[src/hw/rtl/a85_pkg.sv]
`default_nettype none
package a85_pkg;

    localparam logic [0:0]  OP_DATA    = 1'b0;
    localparam logic [0:0]  OP_FLUSH   = 1'b1;

    localparam logic [31:0] DIV85_MAGIC = 32'hC0C0C0C1;
    localparam int unsigned DIV85_SHIFT = 38;
    localparam int unsigned QUOT_W      = 64 - DIV85_SHIFT;
    localparam logic [31:0] BASE        = 32'd85;

    localparam logic [7:0]  CHAR_OFFSET = 8'd33;
    localparam logic [7:0]  CHAR_ZERO   = 8'd122;
    localparam logic [7:0]  CHAR_NL     = 8'd10;
    localparam logic [7:0]  MIN_LINE    = 8'd5;
    localparam logic [7:0]  RESET_LINE  = 8'd72;

    typedef struct packed {
        logic [31:0] word;
        logic [2:0]  nchar;
        logic        zero;
        logic        flush;
    } t_job;

    typedef struct packed {
        logic [4:0][7:0] chars;
        logic [2:0]      nchar;
        logic            flush;
    } t_res;

    typedef struct packed {
        logic [7:0] out_char;
        logic       last;
    } t_out;

endpackage
`default_nettype wire

[src/hw/rtl/a85_fifo.sv]
`default_nettype none
module a85_fifo #(
    parameter int unsigned DATA_W = 8,
    parameter int unsigned ADDR_W = 1
) (
    input  wire logic              i_clk,
    input  wire logic              i_rst_n,
    input  wire logic              i_push,
    input  wire logic [DATA_W-1:0] i_data,
    output logic                   o_full,
    input  wire logic              i_pop,
    output logic [DATA_W-1:0]      o_data,
    output logic                   o_empty
);

    localparam int unsigned DEPTH = 2 ** ADDR_W;

    logic [DATA_W-1:0] r_mem [DEPTH];
    logic [ADDR_W-1:0] r_wr;
    logic [ADDR_W-1:0] r_rd;
    logic [ADDR_W:0]   r_cnt;
    logic              do_push;
    logic              do_pop;

    assign o_full  = (r_cnt == (ADDR_W + 1)'(DEPTH));
    assign o_empty = (r_cnt == '0);
    assign o_data  = r_mem[r_rd];
    assign do_push = i_push && !o_full;
    assign do_pop  = i_pop && !o_empty;

    always_ff @(posedge i_clk) begin
        if (!i_rst_n) begin
            r_wr  <= '0;
            r_rd  <= '0;
            r_cnt <= '0;
        end else begin
            if (do_push) begin
                r_mem[r_wr] <= i_data;
                r_wr        <= r_wr + 1'b1;
            end
            if (do_pop) begin
                r_rd <= r_rd + 1'b1;
            end
            if (do_push && !do_pop) begin
                r_cnt <= r_cnt + 1'b1;
            end else if (do_pop && !do_push) begin
                r_cnt <= r_cnt - 1'b1;
            end
        end
    end

endmodule
`default_nettype wire

[src/hw/rtl/a85_front.sv]
`default_nettype none
module a85_front (
    input  wire logic        i_clk,
    input  wire logic        i_rst_n,
    input  wire logic        i_accept,
    input  wire logic        i_op,
    input  wire logic [7:0]  i_data_byte,
    output logic             o_job_push,
    output a85_pkg::t_job    o_job
);

    logic [7:0] r_b [3];
    logic [1:0] r_cnt;
    logic [31:0] data_word;
    logic [31:0] flush_word;

    assign data_word  = {r_b[0], r_b[1], r_b[2], i_data_byte};
    assign flush_word = {r_b[0],
                         (r_cnt >= 2'd2) ? r_b[1] : 8'h00,
                         (r_cnt == 2'd3) ? r_b[2] : 8'h00,
                         8'h00};

    always_comb begin
        o_job_push = 1'b0;
        o_job      = '0;
        if (i_op == a85_pkg::OP_FLUSH) begin
            o_job_push  = i_accept;
            o_job.word  = flush_word;
            o_job.nchar = (r_cnt == 2'd0) ? 3'd0 : ({1'b0, r_cnt} + 3'd1);
            o_job.flush = 1'b1;
        end else begin
            o_job_push  = i_accept && (r_cnt == 2'd3);
            o_job.word  = data_word;
            o_job.zero  = (data_word == 32'd0);
            o_job.nchar = (data_word == 32'd0) ? 3'd1 : 3'd5;
        end
    end

    always_ff @(posedge i_clk) begin
        if (!i_rst_n) begin
            r_cnt <= '0;
        end else if (i_accept) begin
            if (i_op == a85_pkg::OP_FLUSH) begin
                r_cnt <= '0;
            end else if (r_cnt == 2'd3) begin
                r_cnt <= '0;
            end else begin
                r_b[r_cnt] <= i_data_byte;
                r_cnt      <= r_cnt + 2'd1;
            end
        end
    end

endmodule
`default_nettype wire

[src/hw/rtl/a85_conv.sv]
`default_nettype none
module a85_conv (
    input  wire logic           i_clk,
    input  wire logic           i_rst_n,
    input  wire logic           i_job_valid,
    input  wire a85_pkg::t_job  i_job,
    output logic                o_job_pop,
    output logic                o_res_valid,
    output a85_pkg::t_res       o_res,
    input  wire logic           i_res_take
);

    typedef enum logic [1:0] {
        S_IDLE,
        S_CONV,
        S_DONE
    } t_state;

    t_state                        r_state;
    logic [31:0]                   r_div;
    logic [63:0]                   r_prod;
    logic [6:0]                    r_dig [4];
    logic [1:0]                    r_step;
    logic                          r_zero;
    logic                          r_flush;
    logic [2:0]                    r_n;
    logic                          r_res_valid;
    a85_pkg::t_res                 r_res;

    logic [a85_pkg::QUOT_W-1:0]    quot;
    logic [31:0]                   mul_a;
    logic [63:0]                   mul_p;
    logic [31:0]                   rem;
    logic                          res_free;

    assign quot     = r_prod[63:a85_pkg::DIV85_SHIFT];
    assign mul_a    = (r_state == S_IDLE) ? i_job.word : 32'(quot);
    assign mul_p    = {32'd0, mul_a} * {32'd0, a85_pkg::DIV85_MAGIC};
    assign rem      = r_div - (32'(quot) * a85_pkg::BASE);
    assign res_free = !r_res_valid || i_res_take;

    assign o_job_pop   = (r_state == S_IDLE) && i_job_valid;
    assign o_res_valid = r_res_valid;
    assign o_res       = r_res;

    always_ff @(posedge i_clk) begin
        if (!i_rst_n) begin
            r_state     <= S_IDLE;
            r_res_valid <= 1'b0;
        end else begin
            if (i_res_take) begin
                r_res_valid <= 1'b0;
            end
            unique case (r_state)
                S_IDLE: begin
                    if (i_job_valid) begin
                        r_div   <= i_job.word;
                        r_prod  <= mul_p;
                        r_zero  <= i_job.zero;
                        r_flush <= i_job.flush;
                        r_n     <= i_job.nchar;
                        r_step  <= '0;
                        r_state <= (i_job.zero || i_job.nchar == 3'd0) ? S_DONE : S_CONV;
                    end
                end
                S_CONV: begin
                    r_dig[~r_step] <= rem[6:0];
                    r_div          <= 32'(quot);
                    r_prod         <= mul_p;
                    r_step         <= r_step + 2'd1;
                    if (r_step == 2'd3) begin
                        r_state <= S_DONE;
                    end
                end
                S_DONE: begin
                    if (res_free) begin
                        r_res.chars[0] <= r_zero ? a85_pkg::CHAR_ZERO
                                                 : ({1'b0, r_div[6:0]} + a85_pkg::CHAR_OFFSET);
                        for (int j = 1; j < 5; j++) begin
                            r_res.chars[j] <= {1'b0, r_dig[j-1]} + a85_pkg::CHAR_OFFSET;
                        end
                        r_res.nchar <= r_n;
                        r_res.flush <= r_flush;
                        r_res_valid <= 1'b1;
                        r_state     <= S_IDLE;
                    end
                end
                default: r_state <= S_IDLE;
            endcase
        end
    end

endmodule
`default_nettype wire

[src/hw/rtl/a85_emit.sv]
`default_nettype none
module a85_emit (
    input  wire logic           i_clk,
    input  wire logic           i_rst_n,
    input  wire logic           i_cfg_we,
    input  wire logic [7:0]     i_cfg_data,
    input  wire logic           i_res_valid,
    input  wire a85_pkg::t_res  i_res,
    output logic                o_res_take,
    input  wire logic           i_out_full,
    output logic                o_out_push,
    output a85_pkg::t_out       o_out
);

    typedef enum logic [1:0] {
        S_IDLE,
        S_CHAR,
        S_WRAP,
        S_FINAL
    } t_state;

    t_state          r_state;
    logic [7:0]      r_line_len;
    logic [7:0]      r_col;
    logic [4:0][7:0] r_chars;
    logic [2:0]      r_n;
    logic            r_flush;
    logic [2:0]      r_k;

    logic [7:0]      eff_len;
    logic [7:0]      col_next;
    logic            wrap;
    logic            is_end;

    assign eff_len    = (r_line_len < a85_pkg::MIN_LINE) ? a85_pkg::MIN_LINE : r_line_len;
    assign col_next   = r_col + 8'd1;
    assign wrap       = (col_next >= eff_len);
    assign is_end     = (r_k == (r_n - 3'd1));
    assign o_res_take = (r_state == S_IDLE) && i_res_valid;

    always_comb begin
        o_out_push   = 1'b0;
        o_out        = '0;
        unique case (r_state)
            S_IDLE: begin
            end
            S_CHAR: begin
                o_out_push   = !i_out_full;
                o_out.out_char = r_chars[r_k];
                o_out.last   = is_end && !wrap && !r_flush;
            end
            S_WRAP: begin
                o_out_push   = !i_out_full;
                o_out.out_char = a85_pkg::CHAR_NL;
                o_out.last   = is_end;
            end
            S_FINAL: begin
                o_out_push   = !i_out_full;
                o_out.out_char = a85_pkg::CHAR_NL;
                o_out.last   = 1'b1;
            end
            default: begin
            end
        endcase
    end

    always_ff @(posedge i_clk) begin
        if (!i_rst_n) begin
            r_state    <= S_IDLE;
            r_line_len <= a85_pkg::RESET_LINE;
            r_col      <= '0;
        end else begin
            if (i_cfg_we) begin
                r_line_len <= i_cfg_data;
            end
            unique case (r_state)
                S_IDLE: begin
                    if (i_res_valid) begin
                        r_chars <= i_res.chars;
                        r_n     <= i_res.nchar;
                        r_flush <= i_res.flush;
                        r_k     <= '0;
                        if (i_res.nchar != 3'd0) begin
                            r_state <= S_CHAR;
                        end else if (r_col != 8'd0) begin
                            r_state <= S_FINAL;
                        end
                    end
                end
                S_CHAR: begin
                    if (!i_out_full) begin
                        if (wrap) begin
                            r_col   <= '0;
                            r_state <= S_WRAP;
                        end else begin
                            r_col <= col_next;
                            if (is_end) begin
                                r_state <= r_flush ? S_FINAL : S_IDLE;
                            end else begin
                                r_k <= r_k + 3'd1;
                            end
                        end
                    end
                end
                S_WRAP: begin
                    if (!i_out_full) begin
                        if (is_end) begin
                            r_state <= S_IDLE;
                        end else begin
                            r_k     <= r_k + 3'd1;
                            r_state <= S_CHAR;
                        end
                    end
                end
                S_FINAL: begin
                    if (!i_out_full) begin
                        r_col   <= '0;
                        r_state <= S_IDLE;
                    end
                end
                default: r_state <= S_IDLE;
            endcase
        end
    end

endmodule
`default_nettype wire

[src/hw/rtl/ascii85_line_encoder.sv]
// A byte that completes a word goes straight into the job queue; the converter loads it,
// runs four divide steps (none for a zero word) and hands the result to the emitter.
// The converter (load, four divide steps, hand-off) and the emitter (a load step, then one
// character per cycle while the output queue is not full, plus a newline step per line end)
// work on different words at once, and new bytes are taken until the job queue fills.
// Reset: synchronous, active low; clears queues, pending tuple and column, line length 72.
`default_nettype none
module ascii85_line_encoder #(
    parameter int unsigned JOB_QUEUE_AW = 2,
    parameter int unsigned OUT_QUEUE_AW = 1
) (
    input  wire logic       i_clk,
    input  wire logic       i_rst_n,
    input  wire logic       push,
    output logic            full,
    input  wire logic       i_op,
    input  wire logic [7:0] i_data_byte,
    output logic            empty,
    input  wire logic       pop,
    output logic [7:0]      o_out_char,
    output logic            o_last,
    input  wire logic       i_cfg_valid,
    output logic            o_cfg_ready,
    input  wire logic [7:0] i_cfg_data
);

    logic             accept;
    logic             job_push;
    a85_pkg::t_job    job_in;
    a85_pkg::t_job    job_out;
    logic             job_empty;
    logic             job_pop;
    logic             res_valid;
    a85_pkg::t_res    res;
    logic             res_take;
    logic             out_push;
    logic             out_full;
    a85_pkg::t_out    out_in;
    a85_pkg::t_out    out_head;

    assign accept      = push && !full;
    assign o_cfg_ready = 1'b1;
    assign o_out_char  = out_head.out_char;
    assign o_last      = out_head.last;

    a85_front u_front (
        .i_clk       (i_clk),
        .i_rst_n     (i_rst_n),
        .i_accept    (accept),
        .i_op        (i_op),
        .i_data_byte (i_data_byte),
        .o_job_push  (job_push),
        .o_job       (job_in)
    );

    a85_fifo #(
        .DATA_W ($bits(a85_pkg::t_job)),
        .ADDR_W (JOB_QUEUE_AW)
    ) u_job_q (
        .i_clk   (i_clk),
        .i_rst_n (i_rst_n),
        .i_push  (job_push),
        .i_data  (job_in),
        .o_full  (full),
        .i_pop   (job_pop),
        .o_data  (job_out),
        .o_empty (job_empty)
    );

    a85_conv u_conv (
        .i_clk       (i_clk),
        .i_rst_n     (i_rst_n),
        .i_job_valid (!job_empty),
        .i_job       (job_out),
        .o_job_pop   (job_pop),
        .o_res_valid (res_valid),
        .o_res       (res),
        .i_res_take  (res_take)
    );

    a85_emit u_emit (
        .i_clk       (i_clk),
        .i_rst_n     (i_rst_n),
        .i_cfg_we    (i_cfg_valid && o_cfg_ready),
        .i_cfg_data  (i_cfg_data),
        .i_res_valid (res_valid),
        .i_res       (res),
        .o_res_take  (res_take),
        .i_out_full  (out_full),
        .o_out_push  (out_push),
        .o_out       (out_in)
    );

    a85_fifo #(
        .DATA_W ($bits(a85_pkg::t_out)),
        .ADDR_W (OUT_QUEUE_AW)
    ) u_out_q (
        .i_clk   (i_clk),
        .i_rst_n (i_rst_n),
        .i_push  (out_push),
        .i_data  (out_in),
        .o_full  (out_full),
        .i_pop   (pop),
        .o_data  (out_head),
        .o_empty (empty)
    );

endmodule
`default_nettype wire

[config.mk]
export PLATFORM = sky130hd
export DESIGN_NAME = ascii85_line_encoder
export DESIGN_NICKNAME = d
export VERILOG_FILES = /design/src/hw/rtl/a85_pkg.sv /design/src/hw/rtl/a85_fifo.sv /design/src/hw/rtl/a85_front.sv /design/src/hw/rtl/a85_conv.sv /design/src/hw/rtl/a85_emit.sv /design/src/hw/rtl/ascii85_line_encoder.sv
export SDC_FILE = /design/constraint.sdc
export NUM_CORES = 1
export LEC_CHECK = 0
export BUFFER_PORTS_ARGS = -buffer_cell sky130_fd_sc_hd__clkbuf_2
export CAP_MARGIN = 20
export CORE_MARGIN = 2
export CORE_UTILIZATION = 58
export DETAILED_ROUTE_END_ITERATION = 16
export PLACE_DENSITY = 0.86
export SLEW_MARGIN = 20
export SYNTH_ARGS = -nofsm -noshare
export SYNTH_HDL_FRONTEND = slang
export SYNTH_SLANG_ARGS = --single-unit
[constraint.sdc]
create_clock -name i_clk -period 8.5 [get_ports i_clk]
set_input_delay 1.7 -clock i_clk [delete_from_list [all_inputs] [get_ports i_clk]]
set_output_delay 1.7 -clock i_clk [all_outputs]
set_load 0.03 [all_outputs]
; ---- After elaboration in Yosys (flattened, before gate mapping)
; Memories as Yosys holds them, arrays and structs flattened. A register that Yosys moved wholly into a read port is not among the register bits.
; Index checks and enable logic that the tools add are counted.
[op_classes]
addsub = 20
mul = 2
order_cmp = 4
n_eq_ne = 20
n_mux = 73
bitwise_logic = 2
n_reduce_logical = 50
[op_table]
columns = cell, n
row1 = $pmux W64 S2, 1
row2 = $mul A32 B32 Y64 const B, 1
row3 = $mux W64, 1
row4 = $mux W8, 7
row5 = $add A7 B6 Y8 const B, 5
row6 = $mux W2, 20
row7 = $logic_not A32 Y1, 1
row8 = $mux W32, 1
row9 = $mux W27, 1
row10 = $mux W3, 9
row11 = $pmux W9 S3, 1
row12 = $mul A26 B7 Y7 const B, 1
row13 = $bmux W8 S3, 1
row14 = $mux W1, 24
row15 = $reduce_and A3 Y1, 6
row16 = $pmux W8 S2, 1
row17 = $logic_and A1 B1 Y1, 14
row18 = $pmux W7 S2, 1
row19 = $eq A2 B2 Y1 const B, 6
row20 = $ne A2 B2 Y1 const B, 6
row21 = $reduce_and A6 Y1, 2
row22 = $logic_not A1 Y1, 11
row23 = $add A2 B1 Y2 const B, 5
row24 = $pmux W3 S3, 1
row25 = 30 further kinds, 44
[totals]
register_bits = 203
ramBits = 218
inputBits = 22
out_inout_bits = 12
word_cells = 208
mem_count = 4
[memory_table]
columns = memory, depth, word_bits, read_ports, rd_clocked_by_memory_dff, wr, line
row1 = u_job_q.r_mem, 4, 37, 1, 1, 1, a85_fifo.sv:18  ; logic [DATA_W-1:0] r_mem [DEPTH];
row2 = u_conv.r_dig, 4, 7, 4, 0, 1, a85_conv.sv:22  ; logic [6:0] r_dig [4];
row3 = u_front.r_b, 3, 8, 3, 0, 1, a85_front.sv:12  ; logic [7:0] r_b [3];
row4 = u_out_q.r_mem, 2, 9, 1, 1, 1, a85_fifo.sv:18

; ---- Longest topological paths before layout
[depth]
word_depth = 10
depth_mapped = 29

; ---- By module
; From an unflattened synthesis, not the netlist that was laid out.
[hier_totals]
cells_unflattened = 2092
area_unflattened_um2 = 26666.8
[by_module_without_submodules]
columns = module, instances, cells_per_inst, area_each_um2
row1 = a85_conv, 1, 1459, 15551.2
row2 = a85_fifo at u_job_q, 1, 241, 5863.1
row3 = a85_emit, 1, 238, 3106.7
row4 = a85_front, 1, 97, 1234.9
row5 = a85_fifo at u_out_q, 1, 53, 882.1
row6 = ascii85_line_encoder, 1, 4, 28.8

; ---- Worst setup path before layout
; OpenSTA, ideal clock, no wires.
[synth_timing]
path_kind = register to register
startpoint = register (tool-made name)
endpoint = register u_conv.r_prod[54] (data pin)
setup_time_ns = 0.258
t_arrival_ns = 7.928
required_ns = 8.242
path_slack_ns = 0.314
path_stages_with_launch = 27
path_buffers = 3
path_cell_list = dfxtp_1 > buf_6 > buf_2 > buf_1 > mux4_2 > mux2i_1 > inv_1 > ha_1 > ha_1 > fa_1 > fa_1 > inv_1 > fa_1 > inv_1 > fa_1 > fa_1 > ha_1 > ha_1 > and2_1 > nand4_1 > a2111oi_0 > nor2_1 > a31oi_1 > nor2_1 > o31ai_1 > a21oi_1 > xnor2_1
[synth_lines]
columns = element, line
row1 = end signal: assignment, a85_conv.sv:58  ; r_prod <= mul_p;
row2 = end signal: assignment, a85_conv.sv:69  ; r_prod <= mul_p;
row3 = end: declaration, a85_conv.sv:21  ; logic [63:0] r_prod;

==> results <==
- The flow ran to the end, and the final reports show no timing, DRC or antenna violations.
- The total inserted antenna cells is 0.
- 34 I/O pins were placed.
- The delay of the slowest cell on the worst path is about 0.57 ns.
- The path class of the lowest-slack min-delay path is flop to flop.
- The later-pin clock latency in the skew report is 0.56 ns.
- The number of setup violations in the final report is 0.
- The synthesized netlist devotes around 2.9% of its cell area to XOR and XNOR gates.
- The number of hold violations in the final report came to 0.
- Counting distinct cell types in the post-synthesis netlist gives 67.
- Along the worst path, the maximum fanout reaches 10.
- The via count of the first global-routing pass came to 17263.
- Once the floorplan was initialized, standard cells occupied 59.0% of the core.
- The cell repeated most along the worst path is sky130_fd_sc_hd__fa_1.
- The top flip-flop cell by instance count after synthesis is sky130_fd_sc_hd__edfxtp_1.
- In this run the remaining antenna-violating nets after routing total 0.
- The core area is 44400 um2.
- The cell area that synthesis handed to floorplanning was between 20000 and 30000 um2.
- For this design, the CTS-stage hold fixing added 0 buffers.
- The adder-cell share of the synthesized area is 30.5%.
- The overall via count from detail_route is 16134.
- The met2 layer usage reported by global route is 45.1%.
- In this run the most used layer during global routing was met2.
- After filler insertion, the fill cell instance count of the layout stands at 3186.
- The initial detailed-routing violation count is 1303.
- In this run, synthesis inferred 349 flip-flops with an integrated enable.
- The required time at the endpoint of the critical path is between 8 and 9 ns.
- The part of the cycle the worst path needs is 94.9%.
- The clock edge transition at the registers on the reported setup and hold paths is 0.06 ns.
- The critical path launch point type is a flop.
- The met1 usage is 32.8%.
- In this run the core area contains 77 standard-cell rows.
- Based on the critical path, the design can be clocked at up to ~120 MHz.
- The measured slew at the worst slew-check pin is around 1.0 ns.
- The global-route congestion overflow total is 0.
- The most common library cell in the layout ignoring fill and taps is sky130_fd_sc_hd__inv_1.
- Relative to the synthesized area, the layout overhead comes to 8.87%.
- The number of clock buffers added by TritonCTS is 39.
- Of the synthesized area, sequential elements account for 42.8%.
- Across the run, the number of max-cap violations was 0.
- The design area is 28500 um2.
- The post-synthesis average cell area is 12.4 um2.
- The first detailed-routing pass took 5 iterations.
- The highest-delay cell along the critical path is sky130_fd_sc_hd__fa_1.
- Cells with a size suffix above 1 make up 9.09% of the layout.
- The category of cells accounting for the largest share of critical-path delay is adder cells.
- The critical setup path kind is flop to flop.
- The level count of the clock H-tree is 2.
- The number of nets produced by synthesis is 2664.
- The synthesized-area fraction occupied by ao, oa, aoi and oai cells is 5.70%.
- The aggregate negative setup slack is 0 ns.
- After detailed routing, the number of vias per cell comes to between 5 and 6.
- The Yosys step of the flow raised 0 warnings.
- By area, the combinational part of the netlist is dominated by adder cells.
- Counting every sink on the clock net gives 386.
- Between clock sinks in the finished design, the worst skew comes to between 0.008 and 0.009 ns.
- Measured along the y axis, the die boundary spans 217 um.
- The die width is 217 um.
- The area fraction in and, or, nand and nor cells after synthesis is 7.03%.
- The post-layout utilization of the core is 64.2%.
- Counting tap cells, the placed design contains a total of 2725 instances.
- The sort of element at the end of the critical path is a flop.
- Headroom to the max-slew limit came out at 30.1%.
- For this block, the routed nets add up to 58900 um of wire.
- The top cell types in the final layout, fill and taps aside, are sky130_fd_sc_hd__inv_1, sky130_fd_sc_hd__ha_1, sky130_fd_sc_hd__edfxtp_1, sky130_fd_sc_hd__fa_1, sky130_fd_sc_hd__nand2_1.
- For this run, asynchronously set or reset flops after synthesis account for 0%.
- The initial antenna violation count was 0.
- The arrival time at the worst endpoint is 8.37 ns.
- The number of synthesized register bits is 386.
- The first global-routing pass estimated 92800 um of wire.
- In the global route stage, overall resource usage came out at around 26%.
- The number of buffers and inverters on the critical path is 5.
- Of the post-synthesis cell area, the part taken by muxes is around 5.1%.
- The HPWL after detailed placement is approximately 47000 um.
- Global routing used 4.70% of the available met3 tracks.
- Setup repair after global routing left no endpoint under its margin.
- Synthesis produced a netlist whose cell count is ~2100.
- The number of nets at the end of the flow is 2737.
- The number of DRC violations after detailed routing is 0.
- The placed cell area is 27200 um2.
- The total die area is 46900 um2.
- The pin count of the biggest net entering global routing is 45.
- The clock passes through at most 3 buffers.
- The count of pins over their slew limit came to 0.
- The clock tree from TritonCTS is yes.
- The finished layout holds 2803 standard cells, fillers aside.
- After detailed routing, the average wire length per cell comes to 21.0 um.
- In this run the tool buffered the top-level ports with 32 buffer cells.
- The placer's final routability congestion estimate is 0.991.
- The tree is rooted in a sky130_fd_sc_hd__clkbuf_16.
- The time the final worst path needs with I/O delays and setup is 8.06 ns.
Yosys cell counts, drive strengths merged, types with 4 or more instances:
cell type	instances	area (um2)
a211oi	6	45.0
a21o	30	225
a21oi	72	364
a22oi	11	82.6
a311oi	5	43.8
a31oi	8	50.1
a41oi	5	43.8
and2	18	115
and3	22	138
buf	8	42.5
clkbuf	28	105
dfxtp	37	741
edfxtp	349	10500
fa	172	3440
ha	363	4540
inv	376	1410
mux2	15	169
mux2i	29	290
mux4	39	878
nand2	108	405
nand2b	26	163
nand3	30	150
nand4	12	75.1
nor2	80	300
nor2b	24	150
nor3	22	110
nor4	11	68.8
o211ai	6	45.0
o21a	10	75.1
o21ai	38	190
o21bai	6	56.3
o221ai	4	35.0
or3	8	50.1
xnor2	60	526
xor2	27	236
kinds of logic after synthesis:
| group | Yosys count |
|---|---|
| other | 1 |
| buffers and inverters | 413 |
| DFF | 386 |
| muxes | 83 |
| and+or+nand+nor | 376 |
| xor gates and xnor gates | 87 |
| AOI/OAI and AO/OA | 226 |
| adders and majority gates | 535 |
final timing paths:
| check | start | endpoint | slack [ns] | cells past startpoint |
|---|---|---|---|---|
| setup / recovery | flop | u_conv.r_prod[52] | 0.44 | 26 |
| hold / removal | u_conv.o_res[16] | u_emit.r_chars[12] | 0.42 | 0 |
| setup reg to reg | flop | u_conv.r_prod[52] | 0.44 | 26 |
| hold reg to reg | u_conv.o_res[16] | u_emit.r_chars[12] | 0.42 | 0 |
state kept, by name, indices dropped and copies added (netlist names), 7 cells and up, named ones only:
| name | count |
|---|---|
| u_conv.o_res | 44 |
| u_conv.r_dig | 28 |
| u_conv.r_div | 7 |
| u_conv.r_prod | 26 |
| u_emit.r_chars | 40 |
| u_emit.r_col | 8 |
| u_emit.r_line_len | 8 |
| u_front.r_b | 24 |
| u_job_q.r_mem | 148 |
| u_out_q.r_mem | 18 |
metal layers:
metal	part of all wire (%)	vias up	wire length, um
li1	-	7473	-
met1	40	8017	23800
met2	49	543	29100
met3	6.6	101	3910
met4	3.5	0	2040
met5	0	-	0
area by class of cell:
cell class / count / area [um2] / share of cell area [%]
inverter: 377 / 1420 / 4.96
multi-input combinational: 1308 / 13500 / 47.2
timing repair buffer: 68 / 434 / 1.52
sequential: 386 / 11200 / 39.4
tap: 592 / 741 / 2.60
clock buffer: 51 / 1060 / 3.72
clock inverter: 21 / 176 / 0.618
metrics by stage:
step / worst slack [ns] / hold slack [ns]
global placement: 0.00119 / 0.402
global route: 0.0196 / 0.426
detailed placement: -0.0168 / 0.405
CTS: 0.0502 / 0.418
finish: 0.436 / 0.417
floorplan: 0.314 / 0.400
what timing repair did:
action | CTS | global route
endpoints found under the setup margin | 2 | 18
pin swaps | 0 | 1
endpoints found under the hold margin | 0 | 0
buffers inserted | 0 | 6
resized for setup | 1 | 8
Power is left out: the tool's default activity adds up to more than one toggle a clock period on the data nets, which glitch-free logic cannot reach.
